$ cat config.mk
export PLATFORM = sky130hd
export DESIGN_NAME = qte_fifo
export DESIGN_NICKNAME = d
export VERILOG_FILES = /design/src/sv/quaternion_to_euler_macros.svh /design/src/sv/qte_pkg.sv /design/src/sv/qte_fifo.sv
export SDC_FILE = /design/constraint.sdc
export NUM_CORES = 1
export LEC_CHECK = 0
export BUFFER_PORTS_ARGS = -buffer_cell sky130_fd_sc_hd__buf_4
export CAP_MARGIN = 15
export CORE_MARGIN = 4
export CORE_UTILIZATION = 55
export DETAILED_ROUTE_END_ITERATION = 8
export PLACE_DENSITY_LB_ADDON = 0.15
export SYNTH_ARGS = -nofsm -noshare
export SYNTH_HDL_FRONTEND = slang
export SYNTH_SLANG_ARGS = --single-unit
$ cat constraint.sdc
create_clock -name clk -period 9.6 [get_ports clk]
set_clock_uncertainty 0.15 [all_clocks]
set_input_delay 1.92 -clock clk [delete_from_list [all_inputs] [get_ports clk]]
set_output_delay 1.92 -clock clk [all_outputs]
set_load 0.05 [all_outputs]
$ cat src/sv/quaternion_to_euler_macros.svh
// Assertion macros for the quaternion to Euler angle block.
`ifndef QUATERNION_TO_EULER_MACROS_SVH
`define QUATERNION_TO_EULER_MACROS_SVH

// consequent must hold whenever antecedent holds
`define QTE_ASSERT_IMP(lbl, ante, cons, msg) \
    lbl: assert property (@(posedge clk) disable iff (!rst_n) (ante) |-> (cons)) \
        else $error(msg);

// condition must hold on every clock
`define QTE_ASSERT_ALWAYS(lbl, cond, msg) \
    lbl: assert property (@(posedge clk) disable iff (!rst_n) (cond)) else $error(msg);

`endif

$ cat src/sv/qte_pkg.sv
// Shared types, widths and tables of the quaternion to Euler angle block.
package qte_pkg;

    localparam int IN_W       = 16;
    localparam int ANG_W      = 16;
    localparam int PROD_W     = 32;
    localparam int SUM_W      = 34;
    localparam int S_W        = 30;
    localparam int SQ_W       = 58;
    localparam int SQRT_STEPS = 29;
    localparam int DATA_W     = 45;
    localparam int MAG_W      = 42;
    localparam int NORM_STEPS = 6;
    localparam int Z_W        = 34;
    localparam int TABLE_LEN  = 24;

    localparam int CORDIC_STEPS_DEF = 16;

    localparam int QUEUE_DEPTH = 4;
    localparam int QPTR_W      = 2;
    localparam int QCNT_W      = 3;

    localparam logic signed [SUM_W-1:0] ONE_Q28    = 34'sh10000000;
    localparam logic        [SQ_W-1:0]  ONE_SQ     = SQ_W'(1) << (2 * (SQRT_STEPS - 1));
    localparam logic signed [Z_W-1:0]   QUARTER    = 34'sh40000000;
    localparam logic signed [Z_W-1:0]   ROUND_HALF = 34'sh8000;

    typedef struct packed {
        logic signed [SUM_W-1:0] a1;
        logic signed [SUM_W-1:0] b1;
        logic signed [SUM_W-1:0] a3;
        logic signed [SUM_W-1:0] b3;
        logic signed [S_W-1:0]   s;
    } item_t;

    typedef struct packed {
        logic              full;
        logic              empty;
        logic [QCNT_W-1:0] count;
    } qstat_t;

    typedef struct packed {
        logic x_zero;
        logic y_zero;
        logic y_neg;
    } flags_t;

    typedef struct packed {
        logic signed [Z_W-1:0] z;
        flags_t                f;
    } lane_out_t;

    // atan(2^-i) in 2^-32 turn
    function automatic logic signed [Z_W-1:0] atan_tab(input int i);
        logic signed [Z_W-1:0] v;
        unique case (i)
            0:       v = 34'sh20000000;
            1:       v = 34'sh12E4051E;
            2:       v = 34'sh09FB385B;
            3:       v = 34'sh051111D4;
            4:       v = 34'sh028B0D43;
            5:       v = 34'sh0145D7E1;
            6:       v = 34'sh00A2F61E;
            7:       v = 34'sh00517C55;
            8:       v = 34'sh0028BE53;
            9:       v = 34'sh00145F2F;
            10:      v = 34'sh000A2F98;
            11:      v = 34'sh000517CC;
            12:      v = 34'sh00028BE6;
            13:      v = 34'sh000145F3;
            14:      v = 34'sh0000A2FA;
            15:      v = 34'sh0000517D;
            16:      v = 34'sh000028BE;
            17:      v = 34'sh0000145F;
            18:      v = 34'sh00000A30;
            19:      v = 34'sh00000518;
            20:      v = 34'sh0000028C;
            21:      v = 34'sh00000146;
            22:      v = 34'sh000000A3;
            23:      v = 34'sh00000051;
            default: v = '0;
        endcase
        return v;
    endfunction

    // round 2^-32 turn to 2^-16 turn, wrapped
    function automatic logic [ANG_W-1:0] to_bam(input logic signed [Z_W-1:0] z);
        logic signed [Z_W-1:0] t;
        t = z + ROUND_HALF;
        return t[2*ANG_W-1:ANG_W];
    endfunction

endpackage

$ cat src/sv/qte_fifo.sv
// Short transaction queue between the front end and the angle pipeline.
module qte_fifo (
    input  logic            clk,
    input  logic            rst_n,
    input  logic            push,
    input  qte_pkg::item_t  din,
    input  logic            pop,
    output qte_pkg::item_t  dout,
    output qte_pkg::qstat_t stat
);

    localparam int D  = qte_pkg::QUEUE_DEPTH;
    localparam int PW = qte_pkg::QPTR_W;
    localparam int CW = qte_pkg::QCNT_W;

    qte_pkg::item_t mem [D];
    logic [PW-1:0] wp_reg, rp_reg;
    logic [CW-1:0] cnt_reg, cnt_next;

    assign dout       = mem[rp_reg];
    assign stat.count = cnt_reg;
    assign stat.full  = (cnt_reg == CW'(D));
    assign stat.empty = (cnt_reg == '0);
    assign cnt_next   = cnt_reg + CW'(push) - CW'(pop);

    always_ff @(posedge clk or negedge rst_n)
    begin
        if (!rst_n)
        begin
            wp_reg  <= '0;
            rp_reg  <= '0;
            cnt_reg <= '0;
        end
        else
        begin
            if (push)
                wp_reg <= wp_reg + PW'(1);
            if (pop)
                rp_reg <= rp_reg + PW'(1);
            cnt_reg <= cnt_next;
        end
    end

    always_ff @(posedge clk)
    begin
        if (push)
            mem[wp_reg] <= din;
    end

endmodule

# Word-level counts from Yosys, hierarchy flattened
# Memory sizes are Yosys's and may differ from the RTL's.
# Cells that the tools add are included.
# totals
reg_bits	7
ramBits	664
inputBits	170
out_inout_bits	171
wordCells	12
n_memories	1
# classes
add_sub_neg	4
n_eq_ne	1
mux	2
reduce_logical	1
# memory_table
memory	depth	word_bits	read_ports	rd_clocked_by_memory_dff	wr	line_no	source
mem	4	166	1	0	1	qte_fifo.sv:16	qte_pkg::item_t mem [D];
# ops
op	n
$add A2 B1 Y2 const B	2
$add A3 B1 Y3	1
$eq A3 B3 Y1 const B	1
$logic_not A3 Y1	1
$sub A3 B1 Y3	1
$mux W1	2

# Depth between registers and ports, before layout
# depth
ltp_word	2
mapped_depth	6
ltp_nobuf	6

# Worst setup path before layout
# OpenSTA, ideal clock, no wires.
# synth_path
path_type	in2reg
startpoint	input port push
endpoint	memory mem[1][0] in the netlist's numbering, enable pin
setup_ns	0.545
arrival_time_ns	5.700
required_time_ns	8.905
slack_ns	3.205
path_stages	1
path_buffers	0
path_cell_list	and2_1
# synth_between
elab_chain_cells	2
# synth_rtl
item	line_no	source
start: declaration	qte_fifo.sv:5	input logic push,
$mux W1	qte_fifo.sv:46	if (push)
$mux W1 (implied by the code)	qte_fifo.sv:47	mem[wp_reg] <= din;
end: declaration	qte_fifo.sv:16	
# No other way between the ends.

==> key figures <==
Pwr
  • Clock power frac: roughly 23%
  • PD cells: 360.9 nW/um2
  • Psw: about 4 mW
  • Combinational Power Share: between 30 and 40%
  • Worst vdd ir: about 0.22 mV
  • Sequential group share of total power: a little under two fifths
  • Net Sw Frac: about 38%
  • Final Power: 10.64 mW
  • Leak: 10.03 nW
  • Internal power: 6.635 mW

CTS
  • Resized Gates After CTS: 0
  • Largest buffer count on any clock path: 3
  • # clock sinks: ~670
  • Cts hold-fix bufs: 0
  • H-tree depth: 3
  • CTS tree: built
  • Latest clock arrival within the worst-skew pair: ~0.57 ns
  • CTS Root Cell: clkbuf_16
  • Worst-path clk slew: roughly 0.060 ns
  • Postcts setup bufs: 0
  • TritonCTS Buffers: between 60 and 70

Floorplanning
  • Chip Width: roughly 220 um
  • Initial core utilization: between 50% and 60%
  • Die Y: between 200 and 250 um
  • Die area: about 48,000 um2
  • Site Rows: 76
  • # IOs: ~340
  • Core area: roughly 43,000 um2

Worst setup path
  • WP depth: 3
  • Crit path buf inv count: 2
  • Slowest stage cell on the critical path: dfrtp_4
  • Critical Path AT: 3.15 ns
  • Reg2reg setup slack: 6.87 ns
  • CP Class: reg2out
  • Worst Path Required: 7.53 ns
  • Reg2reg end: mem[3][111]
  • Critical R2R Launch: wp_reg[0]
  • Worst setup path end: dout[97]
  • Length in cells of the worst reg-to-reg path: 3
  • CP Launch Type: flop
  • Worst-path cell chain: buf_12, mux4_2, buf_4
  • CP Launch Point: rp_reg[0]
  • Max incr delay on CP: approximately 0.79 ns
  • Worst Path Max Fanout: 104
  • CP Capture Type: output pin
  • CP delay by family, top: flip-flops

STA
  • Setup TNS: 0 ns
  • Least-Margin Pin Slew: between 1 and 1.5 ns
  • Final hold viol count: 0
  • Setup slack after layout: 4.382 ns
  • Crit path time final: between 5 and 6 ns
  • Final setup viols: 0
  • Fin crit share: between 50% and 60%
  • Unrepaired setup endpoints after global routing: false
  • Fin. max-slew vios: 0
  • Normalized max-slew margin: between 20% and 30%
  • Worst hold slack: a little under 0.4 ns
  • Max Freq: 191.7 MHz

Synth
  • Mean area per synthesized cell: about 27 um2
  • Syn_nets: about 1.1k
  • Syn. warnings: 0
  • Synthesized cell area: roughly 24,000 um2
  • Synth cell types: 16
  • Post-synthesis cell count: approximately 900
  • Sequential share of the synthesized area: between 80% and 90%
  • Post-synthesis register bit count: 671

Drt
  • First DRT Iteration DRCs: 850
  • Vias/cell: ~5.6
  • Via count: between 10k and 15k
  • Routed wire per std cell: 24.44 um
  • Drt total wl: between 40,000 and 50,000 um
  • DRC: 0
  • Drt pass-1 iters: 5
  • Routed Antenna Nets: 0

Job
  • Max-cap violations: 0

GRT
  • GRT Util Overall: around a fifth
  • Vias in the first global route: between 10k and 15k
  • Overflow after GRT: 0
  • Largest net degree at the start of global routing: around 130
  • Initial antenna violation count: 1
  • Global-route wire length before repair: about 70,000 um

Run status
  • Result of the run: finished clean

Finish
  • Antenna Cells: 0
  • Synth-to-layout area growth: 21.12%
  • Final Net Count: about 1.5k
  • Post-route insts no fill: 1,915
  • Max reg flops: 664
  • Ratio of cells with drive above 1 in the final layout: between 40 and 50%
  • Fill count: about 2.7k

Placement
  • Port buffer count: between 300 and 400
  • Pre-CTS WS: between 4 and 5 ns
  • Placer Congestion: about 0.7
  • Post-Place Cells: roughly 1.8k
  • DP HPWL: roughly 28,000 um

Worst hold path
  • HP Class: reg2reg
## Yosys cell counts, drive strengths merged
master    n  area (um2)
clkbuf    4       15.01
and2      4       25.02
mux4    166        3739
o21ai     1       5.000
xnor2     2       17.52
buf      34       264.0
xor2      3       26.28
nor3      1       5.000
and3      1       6.260
dfrtp     7       175.2
fa        1       20.02
edfxtp  664       19940
inv       6       22.52
nand2     2       7.510
ha        6       75.07
## cell usage in the layout, fill, tap and decap left out, drive strengths merged
master / n
and2: 4
and3: 1
buf: 350
bufinv: 3
clkbuf: 84
clkinv: 25
clkinvlp: 1
dfrtp: 7
edfxtp: 664
fa: 1
ha: 6
inv: 9
mux4: 166
nand2: 2
nor3: 1
o21ai: 1
xnor2: 2
xor2: 3
## stage by stage
| stage | util (%) | cell area [um2] |
|---|---|---|
| 6_report | 67.84 | 29480 |
| 2_1_floorplan | - | 24340 |
| 3_3_place_gp | 63.23 | 27480 |
| 5_1_grt | 67.84 | 29480 |
| 4_1_cts | 67.84 | 29480 |
| 3_5_place_dp | 63.23 | 27480 |
## kinds of logic (layout without fill, tap and decap cells)
group           after synthesis  in the layout  share of synthesized area [%]
compound gates                1              1                        0.02054
xor+xnor                      5              5                         0.1799
fa+ha+maj                     7              7                         0.3906
mux                         166            166                          15.36
simple gates                  8              8                         0.1799
buf+inv                      44            472                          1.239
flops                       671            671                          82.63
## layout make-up
cell class              instances  area [um2]  area share [%]
flip-flops and latches        671       20120           68.25
multi-input cells             187        3936           13.35
repair buffers                350        2665           9.040
clock buffers                  84        1783           6.048
well taps                     585       732.0           2.483
clock inverters                32       221.5          0.7512
inverters                       6       22.52         0.07639
## metal layers
metal / vias to the layer above / global-route usage [%] / share of wire [%]
met3: 74 / 6.174 / 7.9
met1: 5662 / 27.49 / 40
li1: 4675 / - / -
met5: - / 0 / 0.028
met4: 2 / 5.561 / 2.4
met2: 337 / 31.75 / 50
## power groups by stage
stage | clock, mW | combinational [mW] | sequential, mW
2_1_floorplan | 0 | 3.15 | 4.08
3_3_place_gp | 0 | 4.30 | 4.05
3_5_place_dp | 0 | 4.31 | 4.08
4_1_cts | 2.45 | 4.32 | 4.03
5_1_grt | 2.59 | 4.43 | 4.06
6_report | 2.39 | 4.23 | 4.01
## how the worst min path moves through the flow
stage	startpoint	end	slack, ns	cells past startpoint
6_report	wp_reg[0]	wp_reg[0]	0.39	1
5_1_grt	wp_reg[0]	wp_reg[0]	0.44	1
4_1_cts	wp_reg[0]	wp_reg[0]	0.39	1
3_5_place_dp	wp_reg[0]	wp_reg[0]	0.38	1
3_3_place_gp	wp_reg[0]	wp_reg[0]	0.38	1
2_1_floorplan	wp_reg[0]	wp_reg[0]	0.34	1
Note: power is estimated with default switching activity, not from simulation.
